--- src/sv/ddss_pkg.sv ---
// Package with shared types, constants and a helper function for the drum sequencer.
package ddss_pkg;

    localparam int SAMPLE_DEPTH   = 8192;
    localparam int SEQUENCE_SLOTS = 8;
    localparam int ADDR_W         = $clog2(SAMPLE_DEPTH);
    localparam int LEN_W          = ADDR_W + 1;
    localparam int SLOT_W         = (SEQUENCE_SLOTS > 1) ? $clog2(SEQUENCE_SLOTS) : 1;
    localparam int RATE_W         = 18;
    localparam int GAIN_W         = 16;
    localparam int DIV_W          = 32;
    localparam int MIX_W          = 36;

    // Command codes.
    localparam logic [2:0] CMD_TICK  = 3'd0;
    localparam logic [2:0] CMD_KICK  = 3'd1;
    localparam logic [2:0] CMD_SNARE = 3'd2;
    localparam logic [2:0] CMD_HIHAT = 3'd3;
    localparam logic [2:0] CMD_DENS  = 3'd4;

    // Configuration register indexes.
    localparam logic [2:0] REG_KICK_LEN  = 3'd0;
    localparam logic [2:0] REG_SNARE_LEN = 3'd1;
    localparam logic [2:0] REG_HIHAT_LEN = 3'd2;
    localparam logic [2:0] REG_RATE      = 3'd3;
    localparam logic [2:0] REG_SEQ_LEN   = 3'd4;

    // Commands from the controller to the datapath.
    typedef struct packed {
        logic load;      // latch input item
        logic write_mem; // perform store of a load command
        logic beat;      // start a beat, begin tempo division
        logic fetch;     // read sample memories
        logic mix;       // register voice products and sum
        logic clip;      // start soft-clip division
        logic finish;    // register result
    } ddss_cmd_t;

    typedef struct packed {
        logic       is_tick;
        logic       beat_due;
        logic       div_busy;
    } ddss_stat_t;

    // Gain per density: round(16384*((d+1)/11)^3*(d>=7?2:1)).
    function automatic logic [GAIN_W-1:0] gain_of(input logic [3:0] d);
        logic [GAIN_W-1:0] g;
        begin
            unique case (d)
                4'd0:    g = 16'd12;
                4'd1:    g = 16'd98;
                4'd2:    g = 16'd332;
                4'd3:    g = 16'd788;
                4'd4:    g = 16'd1539;
                4'd5:    g = 16'd2659;
                4'd6:    g = 16'd4222;
                4'd7:    g = 16'd12605;
                4'd8:    g = 16'd17947;
                4'd9:    g = 16'd24619;
                default: g = 16'd32768;
            endcase
            return g;
        end
    endfunction

endpackage

--- src/sv/ddss_ctrl.sv ---
// Controller: sequences one item through load, then a store or beat, fetch, mix, clip and output.
module ddss_ctrl (
    input  logic                 clk,
    input  logic                 rst_n,
    input  logic                 in_valid,
    output logic                 in_stall,
    output logic                 out_valid,
    input  logic                 out_stall,
    output ddss_pkg::ddss_cmd_t  cmd,
    input  ddss_pkg::ddss_stat_t stat
);
    import ddss_pkg::*;

    typedef enum logic [2:0] {
        S_IDLE, S_DECODE, S_WAITB, S_FETCH, S_MIX, S_CLIP, S_WAITC, S_DONE
    } state_t;

    state_t state_reg, state_next;
    logic   out_valid_reg, out_valid_next;

    always_comb
    begin
        state_next     = state_reg;
        out_valid_next = out_valid_reg;
        cmd            = '0;
        if (out_valid_reg && !out_stall)
            out_valid_next = 1'b0;
        unique case (state_reg)
            S_IDLE:
            begin
                cmd.load = in_valid;
                if (in_valid)
                    state_next = S_DECODE;
            end
            S_DECODE:
            begin
                if (!stat.is_tick)
                begin
                    cmd.write_mem = 1'b1;
                    state_next    = S_IDLE;
                end
                else if (stat.beat_due)
                begin
                    cmd.beat   = 1'b1;
                    state_next = S_WAITB;
                end
                else
                begin
                    state_next = S_FETCH;
                end
            end
            S_WAITB:
                if (!stat.div_busy)
                    state_next = S_FETCH;
            S_FETCH:
            begin
                cmd.fetch  = 1'b1;
                state_next = S_MIX;
            end
            S_MIX:
            begin
                cmd.mix    = 1'b1;
                state_next = S_CLIP;
            end
            S_CLIP:
            begin
                cmd.clip   = 1'b1;
                state_next = S_WAITC;
            end
            S_WAITC:
                if (!stat.div_busy)
                    state_next = S_DONE;
            S_DONE:
                if (!out_valid_next)
                begin
                    cmd.finish     = 1'b1;
                    out_valid_next = 1'b1;
                    state_next     = S_IDLE;
                end
            default: state_next = S_IDLE;
        endcase
    end

    always_ff @(posedge clk or negedge rst_n)
    begin
        if (!rst_n)
        begin
            state_reg     <= S_IDLE;
            out_valid_reg <= 1'b0;
        end
        else
        begin
            state_reg     <= state_next;
            out_valid_reg <= out_valid_next;
        end
    end

    assign in_stall  = (state_reg != S_IDLE);
    assign out_valid = out_valid_reg;
endmodule

--- config.mk ---
export PLATFORM = sky130hd
export DESIGN_NAME = ddss_ctrl
export DESIGN_NICKNAME = d
export VERILOG_FILES = /design/src/sv/ddss_pkg.sv /design/src/sv/ddss_ctrl.sv
export SDC_FILE = /design/constraint.sdc
export NUM_CORES = 1
export LEC_CHECK = 0
export BUFFER_PORTS_ARGS = -buffer_cell sky130_fd_sc_hd__buf_2
export CAP_MARGIN = 20
export CORE_AREA = 2 2 39 41
export CTS_CLUSTER_DIAMETER = 200
export CTS_CLUSTER_SIZE = 10
export DETAILED_ROUTE_END_ITERATION = 8
export DIE_AREA = 0 0 41 43
export SETUP_SLACK_MARGIN = 0.3
export SYNTH_ARGS = -nofsm -noshare
export SYNTH_HDL_FRONTEND = slang
export SYNTH_SLANG_ARGS = --single-unit
--- constraint.sdc ---
create_clock -name clk -period 1.7 [get_ports clk]
set_input_delay 0.51 -clock clk [delete_from_list [all_inputs] [get_ports clk]]
set_output_delay 0.51 -clock clk [all_outputs]
set_load 0.02 [all_outputs]
Yosys cells after proc, flatten, opt, wreduce, memory -nomap -nowiden
Cells that the tools add are included.
{ "word_totals": {"regBits": 4, "inputBits": 7, "output_inout_bits": 9, "wordCells": 37} }
{ "classes": {"eq_ne": 11, "n_mux": 19, "reduce_logical": 5} }
{ "ops": {"columns": ["cell", "count"], "rows": [
  ["case mux 3 bit (8 select lines)", 1],
  ["2-to-1 mux 3 bit", 5],
  ["== test 3 bit, second input constant", 4],
  ["2-to-1 mux 1 bit", 12],
  ["!= test 2 bit, second input constant", 4],
  ["== test 3 x 2 -> 1 bit, second input constant", 2],
  ["AND reduction 4 bit", 1],
  ["== test 3 x 1 -> 1 bit, second input constant", 1],
  ["zero test 3 bit", 1],
  ["nonzero test 3 bit", 1],
  ["2-to-1 mux 2 bit", 1],
  ["logical AND 1 bit", 1],
  ["zero test 1 bit", 1]
]} }

Longest topological paths before layout
Gate-level depths: netlist (run 1).
{ "logic_depth": {"depth_word": 5, "mapped_depth": 4, "depth_no_buf": 3} }

Worst setup path before layout (run 1)
No wires, ideal clock.
{ "synth_timing": {"path_type": "register to output", "startpoint": "register state_reg[2]", "endpoint": "output port cmd[2] in the netlist's numbering", "arrival_ns": 1.122, "required_time_ns": 1.190, "path_slack_ns": 0.068, "path_stages_with_launch": 4, "path_buffers": 1, "cell_sequence": "dfrtp_1 > clkbuf_1 > inv_1 > nor3_1"} }
{ "synth_lines": {"columns": ["element", "line_no", "text"], "rows": [
  ["start: declaration", "ddss_ctrl.sv:18", "state_t state_reg, state_next;"],
  ["start signal: assignment", "ddss_ctrl.sv:93", "state_reg <= state_next;"],
  ["end: declaration", "ddss_ctrl.sv:9", "output ddss_pkg::ddss_cmd_t cmd,"]
]} }

==> flow_summary.ini, run 1 <==
[drt]
wl_um = 722
ant_nets = 0
remaining_drc_errors = 0
post_drt_wl_per_cell_um = 10.8
num_vias = 305
drtIter0Drc = 10
vias_per_cell = 4.55
drtPass1Iterations = 4

[synth]
ys_seq_elements = 4
synth_cell_types = 17
syn_nets = 37
syn_inst = 30
synth-seq-area-share_pct = 39.6
synth.area.top_cells = dfrtp_1, a21oi_1, nor2_1, nand2b_4, and3_1
synth_top_cell_by_area = dfrtp_1
synth_top_area_share_pct = 39.6
ys_warn_count = 0
syn_area_per_cell_um2 = 8.42
synth_area_um2 = 253

[final_layout]
final_nets = 59
layout_commonest_cell = buf_2
syn2layout_area_growth_pct = 82.7
largest_register_ffs = 3
layout_common_cells = buf_2, buf_4
num_antenna_cells = 0
layout-drive-gt1-share_pct = 68.6
fin_util_pct = 33.4

[sta]
relSlewSlack_pct = 84.1
fmax_mhz = 569
rsz0062_at_grt = yes
setup_violations = 5
worst_slack_ps = -56.1
fin_crit_ps = 1760
min_period_over_period_pct = 103
finalClockSkew_ps = 13.1
drv_slew = 0
final-hold-violation-count = 0
max_slew.worst_pin.slew_ps = 237

[clocking]
cts_htree_levels = 1
cts_tree = done
cts_inserted_buffers = 3
root_buffer = clkbuf_4
cts_sinks = 4
clkSlewWorstSetupHoldPaths_ps = 50
worstSkewPairLatency_ps = 250
clock_path_buffers = 2

[floorplanning]
die_w_um = 41
dieArea_um2 = 1760
rows = 14
core_area_um2 = 1380
initial_utilization_pct = 18.3
pin_count = 16
fp.dieH_um = 43

[global_route]
grt_max_degree = 10
grt_pass1_wl_mm = 1.05
track_usage_pct = 9.09
antenna_found_initial = 0
overflow = 0
grt_pass1_vias = 257

[placement]
hpwl_um = 480
portBuffers = 15
place_congestion = 0.766

[outcome]
violations = setup timing
outcome = complete, but fails checks

[setup_path]
worst-setup-path-type = reg -> out
crit_arrival_ps = 1250
crit_fanout = 7
critical_path.slowest_cell = dfrtp_2
slowest_delay_ps = 450
crit_path_cell_trace = nand2b_4 -> nor2_1 -> and3_4 -> buf_6
crit_path_end_kind = output port
cp-start-kind = flop
crit_required_ps = 1190
ff2ff_path_depth = 3

[min_path]
min_path_type = in -> async

[power_and_ir_drop]
p_per_area_nw_per_um2 = 1900
power.total_uw = 880
peakVddDrop_uv = 958
p_leak_nw = 0.215

[run]
drv_cap = 0
-- final timing paths --
kind,start,endpoint,slack (ps)
max in group asynchronous,rst_n,state_reg[2],1500
max reg2reg,state_reg[1],state_reg[0],390
min,rst_n,state_reg[0],60
min in group clk,in_valid,state_reg[0],540
min reg2reg,state_reg[0],state_reg[1],570
max,state_reg[1],cmd[4],-60
-- cell families after synthesis --
logic type | count (synthesis) | share of synthesized area, %
buffers and inverters | 3 | 7.42
flip-flops | 4 | 39.6
AO/OA/AOI/OAI | 7 | 17.3
AND/OR/NAND/NOR | 16 | 35.6
-- Yosys cell counts --
library cell and count:
buf_6 1, dfrtp_1 4, o21bai_1 1, a31oi_1 1
or4b_1 1, inv_1 1, nand3_1 2, nand2b_4 1
nor3_1 2, and3_2 1, o31ai_1 1, a21oi_1 3
nor2_1 4, nand2_1 3, o211ai_1 1, and3_1 2
clkbuf_1 1
-- report_power, final --
group / internal [mW] / leakage [nW] / total, mW / switching (mW)
Clock: 0.0886 / 0.0150 / 0.136 / 0.0475
Sequential: 0.150 / 0.0445 / 0.249 / 0.0989
Combinational: 0.238 / 0.155 / 0.495 / 0.257
Total: 0.476 / 0.215 / 0.880 / 0.403
-- through the flow --
stage / instance area (um^2) / cells / setup TNS [ps] / worst slack, ps / hold WS (ps)
after floorplan: 295 / 30 / 0 / 272 / 214
after detailed placement: 382 / 60 / 0 / 144 / 321
after CTS: 453 / 67 / -196 / -56.6 / 56.7
after global routing: 462 / 67 / -405 / -99.0 / 58.2
after global placement: 382 / 60 / 0 / 145 / 321
final: 462 / 67 / -112 / -56.1 / 56.0
-- critical path: cells and delay by family, from the launching register on --
kind	cells	cell delay, ps
buffers and inverters	1	110
flip-flops	1	450
AND/OR/NAND/NOR	3	440
-- per-layer routing --
metal | part of all wire, % | track usage, %
met1 | 42 | 10.8
met2 | 49 | 13.1
met3 | 8.2 | 6.28
met4 | 0 | 2.00
met5 | 0 | 0
-- what timing repair did --
item / CTS / global route
gates resized for setup: 9 / 3
hold buffers: 0 / 0
setup endpoints to repair: 8 / 8
setup buffers: 3 / 0
pin swaps: 0 / 0
-- cell type report --
| type | count | area [um^2] |
|---|---|---|
| clock buffers | 4 | 26.3 |
| repair buffers | 19 | 126 |
| fillers | 151 | 922 |
| flip-flops and latches | 4 | 104 |
| inverters | 1 | 3.75 |
| multi-input cells | 23 | 181 |
| well taps | 16 | 20.0 |
Power figures use the tool's default switching activity.
==> inputs of run 2 (changes only) <==
--- a/config.mk
+++ b/config.mk
@@ -5,6 +5,7 @@
 export SDC_FILE = /design/constraint.sdc
 export NUM_CORES = 1
 export LEC_CHECK = 0
+export ABC_AREA = 1
 export BUFFER_PORTS_ARGS = -buffer_cell sky130_fd_sc_hd__buf_2
 export CAP_MARGIN = 20
 export CORE_AREA = 2 2 39 41
==> flow_summary.ini, run 2 <==
[outcome]
outcome = finished clean

[min_path]
min_path_type = in -> async

[synth]
synthMostInstantiatedCell = nand2_1
synth-seq-area-share_pct = 38.8
synth_common_cells = nand2_1, nor2_1, inv_1
ys_seq_elements = 4
synth_top_cell_by_area = dfrtp_1
synth_top_area_share_pct = 38.8
synth_edf_count = 0
synth_ff_type = dfrtp_1
syn_area_per_cell_um2 = 6.44
synth_cell_types = 11
syn_nets = 47
synth_area_um2 = 258
syn_inst = 40
synth.area.top_cells = dfrtp_1, nand2_1, nor2_1, inv_1, nand3_1
ys_warn_count = 0
async_flop_share_pct = 100

[clocking]
root_buffer = clkbuf_4
cts_htree_levels = 1
clock_path_buffers = 2
clkSlewWorstSetupHoldPaths_ps = 40
cts_sinks = 4
cts_tree = done
cts_inserted_buffers = 3
ctsHoldBuffers = 0
worstSkewPairLatency_ps = 240

[final_layout]
fill_cells = 147
layout-drive-gt1-share_pct = 62.1
syn2layout_area_growth_pct = 106
seqCellArea_um2 = 104
num_antenna_cells = 0
largest_register_ffs = 3
layout_common_cells = nand2_1, buf_4, buf_2
multi_input_comb_area_um2 = 179
final_nets = 74

[sta]
final-hold-violation-count = 0
setup_violations = 0
worst_slack_ps = 21.9
setup_tns_ps = 0
fin_crit_ps = 1680
drv_slew = 0
max_slew.worst_pin.slew_ps = 138
relSlewSlack_pct = 90.8
rsz0062_at_grt = yes
min_period_over_period_pct = 98.7
finalClockSkew_ps = 8.60
fmax_mhz = 596

[setup_path]
crit_path_end_kind = output port
cp-startpoint = state_reg[2]
slowest_delay_ps = 430
reg2reg_to = state_reg[1]
reg2reg_from = state_reg[2]
r2r_slack_ps = 480
critical_path.slowest_cell = dfrtp_2
critPathBufInv = 1
worst-setup-path-type = reg -> out
ff2ff_path_depth = 8
cpLargestDelayFamily = flip-flops
crit_path_cell_trace = nor2_4 -> nand2_2 -> nor3_4 -> buf_6
crit_required_ps = 1190
crit_fanout = 3
crit_arrival_ps = 1170
cp-start-kind = flop

[global_route]
grt_max_degree = 7
track_usage_pct = 10.3
antenna_found_initial = 0
grt_pass1_vias = 311
grt_pass1_wl_mm = 1.15
overflow = 0

[floorplanning]
initial_utilization_pct = 18.6
pin_count = 16
fp.dieH_um = 43
dieArea_um2 = 1760
core_area_um2 = 1380
die_w_um = 41
rows = 14

[drt]
ant_nets = 0
post_drt_wl_per_cell_um = 8.48
vias_per_cell = 4.15
drtPass1Iterations = 1
num_vias = 340
wl_um = 695
drtIter0Drc = 0
remaining_drc_errors = 0

[placement]
portBuffers = 15
place_ws_ps = 143
hpwl_um = 534
place_congestion = 0.658

[power_and_ir_drop]
power.total_uw = 987
p_leak_nw = 0.268
peakVddDrop_uv = 811
p_per_area_nw_per_um2 = 1860

[run]
drv_cap = 0
[run 2: cell types whose count changed after synthesis, moves of 2 or more]
cell | before | now
nor2_1 | 4 | 7
and3_1 | 2 | 0
nand2_1 | 3 | 11
inv_1 | 1 | 6
[run 2: layout make-up]
class                           count  share of cell area, %
Clock buffer                        4                   4.95
Inverter                            7                   5.90
Multi-Input combinational cell     29                   33.7
Sequential cell                     4                   19.6
Tap cell                           16                   3.77
Timing Repair Buffer               22                   32.1
[run 2: worst max path at each step]
stage	endpoint	cells after the start
floorplan	cmd[4]	3
global placement	cmd[4]	4
detailed placement	cmd[4]	4
CTS	cmd[4]	4
global route	cmd[4]	4
finish	cmd[4]	4
[run 2: cells by family after synthesis]
group	synth area share, %
and+or+nand+nor	44.2
buffers and inverters	10.2
AOI/OAI and AO/OA	6.80
DFF	38.8
[run 2: through the flow]
stage	utilization, %	instances	hold WS [ps]	instance area, um^2
after global placement	28.5	71	318	394
after global routing	38.3	82	52.9	531
after detailed placement	28.5	71	319	394
after floorplan	-	40	214	299
final	38.3	82	62.4	531
after CTS	35.3	79	55.0	488
[run 2: layer usage]
| layer | up-vias | part of all wire (%) | GRT usage (%) |
|---|---|---|---|
| li1 | 178 | - | - |
| met1 | 150 | 42 | 9.42 |
| met2 | 10 | 49 | 15.3 |
| met3 | 2 | 7.8 | 7.85 |
| met4 | 0 | 1.3 | 6.00 |
| met5 | - | 0 | 0 |
[run 2: repair_timing]
| item | 4_1_cts | 5_1_grt |
|---|---|---|
| endpoints found under the setup margin | 8 | 8 |
| gates resized for setup | 14 | 8 |
| pin swaps | 3 | 4 |
| buffers inserted | 4 | 3 |
[run 2: where the power goes]
group	total (mW)	switching (mW)	internal, mW
clock network	0.134	0.0454	0.0885
registers	0.227	0.0756	0.151
logic	0.626	0.319	0.307
==> inputs of run 3 (changes only) <==
--- a/config.mk
+++ b/config.mk
@@ -13,6 +13,8 @@
 export CTS_CLUSTER_SIZE = 10
 export DETAILED_ROUTE_END_ITERATION = 8
 export DIE_AREA = 0 0 41 43
+export GPL_TIMING_DRIVEN = 0
+export MAX_ROUTING_LAYER = met4
 export SETUP_SLACK_MARGIN = 0.3
 export SYNTH_ARGS = -nofsm -noshare
 export SYNTH_HDL_FRONTEND = slang
==> flow_summary.ini, run 3 (synthesis gave the netlist of run 2 again) <==
[final_layout]
layout-drive-gt1-share_pct = 57.1
seqCellArea_um2 = 103
largest_register_ffs = 3
fill_cells = 159
layout_common_cells = nand2_1, buf_2, inv_1, buf_4, buf_6
final_nets = 71
syn2layout_area_growth_pct = 94.7
layout_commonest_cell = nand2_1
num_antenna_cells = 0
fin_cells = 79
multi_input_comb_area_um2 = 179

[drt]
wl_um = 691
drtPass1Iterations = 2
drtIter0Drc = 7
post_drt_wl_per_cell_um = 8.75
num_vias = 324
ant_nets = 0
remaining_drc_errors = 0
vias_per_cell = 4.10

[clocking]
root_buffer = clkbuf_4
cts_tree = done
cts_sinks = 4
cts_inserted_buffers = 3
cts_htree_levels = 1
clock_path_buffers = 2
clkSlewWorstSetupHoldPaths_ps = 50
worstSkewPairLatency_ps = 250

[outcome]
violations = setup timing
outcome = complete, but fails checks

[sta]
min_period_over_period_pct = 100
final-hold-violation-count = 0
setup_violations = 1
drv_slew = 0
hold_slack_ps = 56.3
finalClockSkew_ps = 10.1
fin_crit_ps = 1700
fmax_mhz = 587
rsz0062_at_grt = yes
relSlewSlack_pct = 89.4
worst_slack_ps = -3.25
max_slew.worst_pin.slew_ps = 159

[setup_path]
crit_path_end_kind = output port
worst-setup-path-type = reg -> out
crit_arrival_ps = 1190
cp-start-kind = flop
reg2reg_from = state_reg[2]
cp-startpoint = state_reg[1]
crit_required_ps = 1190
crit_fanout = 4

[min_path]
min_path_type = in -> async

[floorplanning]
initial_utilization_pct = 18.6
rows = 14
pin_count = 16
core_area_um2 = 1380
dieArea_um2 = 1760
fp.dieH_um = 43
die_w_um = 41

[global_route]
grt_max_degree = 7
antenna_found_initial = 0
overflow = 0
grt_pass1_wl_mm = 1.07
track_usage_pct = 9.90
grt_pass1_vias = 282

[placement]
hpwl_um = 521
place_congestion = 0.604
portBuffers = 15
dp.cells = 71

[power_and_ir_drop]
p_per_area_nw_per_um2 = 1830
p_leak_nw = 0.256
peakVddDrop_uv = 532
power.total_uw = 918

[run]
drv_cap = 0
## run 3: worst paths after layout
| check | to | slack (ps) | cells after the start |
|---|---|---|---|
| min | state_reg[2] | 60 | 1 |
| min in group clk | out_valid | 550 | 3 |
| min reg2reg | out_valid | 580 | 2 |
| max in group asynchronous | state_reg[0] | 1500 | 1 |
| max | cmd[4] | -3 | 4 |
| max reg2reg | state_reg[1] | 550 | 6 |
## run 3: per-layer routing
layer / wire length [um] / vias up / GRT usage [%]
met5: 0 / - / -
met4: 4 / 0 / 4.00
met3: 56 / 2 / 7.85
met2: 364 / 11 / 14.7
met1: 266 / 137 / 9.06
li1: - / 174 / -
## run 3: critical path, stage by stage, from the launching register on
cell	delay [ps]
dfrtp_2	440
nor2_4	150
nand2_2	100
nor3_4	120
buf_6	130
## run 3: final cells by class
cell class,instances,area share (%)
Multi-Input combinational cell,29,35.7
Timing Repair Buffer,19,29.4
Sequential cell,4,20.4
Clock buffer,4,5.24
Inverter,7,5.24
Tap cell,16,3.99
## run 3: metrics by stage
step                      worst slack (ps)  utilization (%)  setup TNS, ps  cell area (um^2)
after floorplan                        251                -              0               299
after global placement                 132             28.5              0               394
after detailed placement               136             28.5              0               394
after CTS                            0.767             34.6              0               479
after global routing                 -70.9             36.3           -177               502
final                                -3.25             36.3          -3.25               502
## run 3: power by group
| part | total [mW] | internal [mW] | switching (mW) |
|---|---|---|---|
| Combinational | 0.554 | 0.253 | 0.300 |
| Clock | 0.141 | 0.0889 | 0.0518 |
| Sequential | 0.223 | 0.149 | 0.0743 |
## run 3: what timing repair did
action	in CTS	in global routing
setup buffers	3	1
endpoints found under the setup margin	8	8
hold buffers	0	0
resized for setup	13	4
pin swaps	2	1
endpoints found under the hold margin	0	0
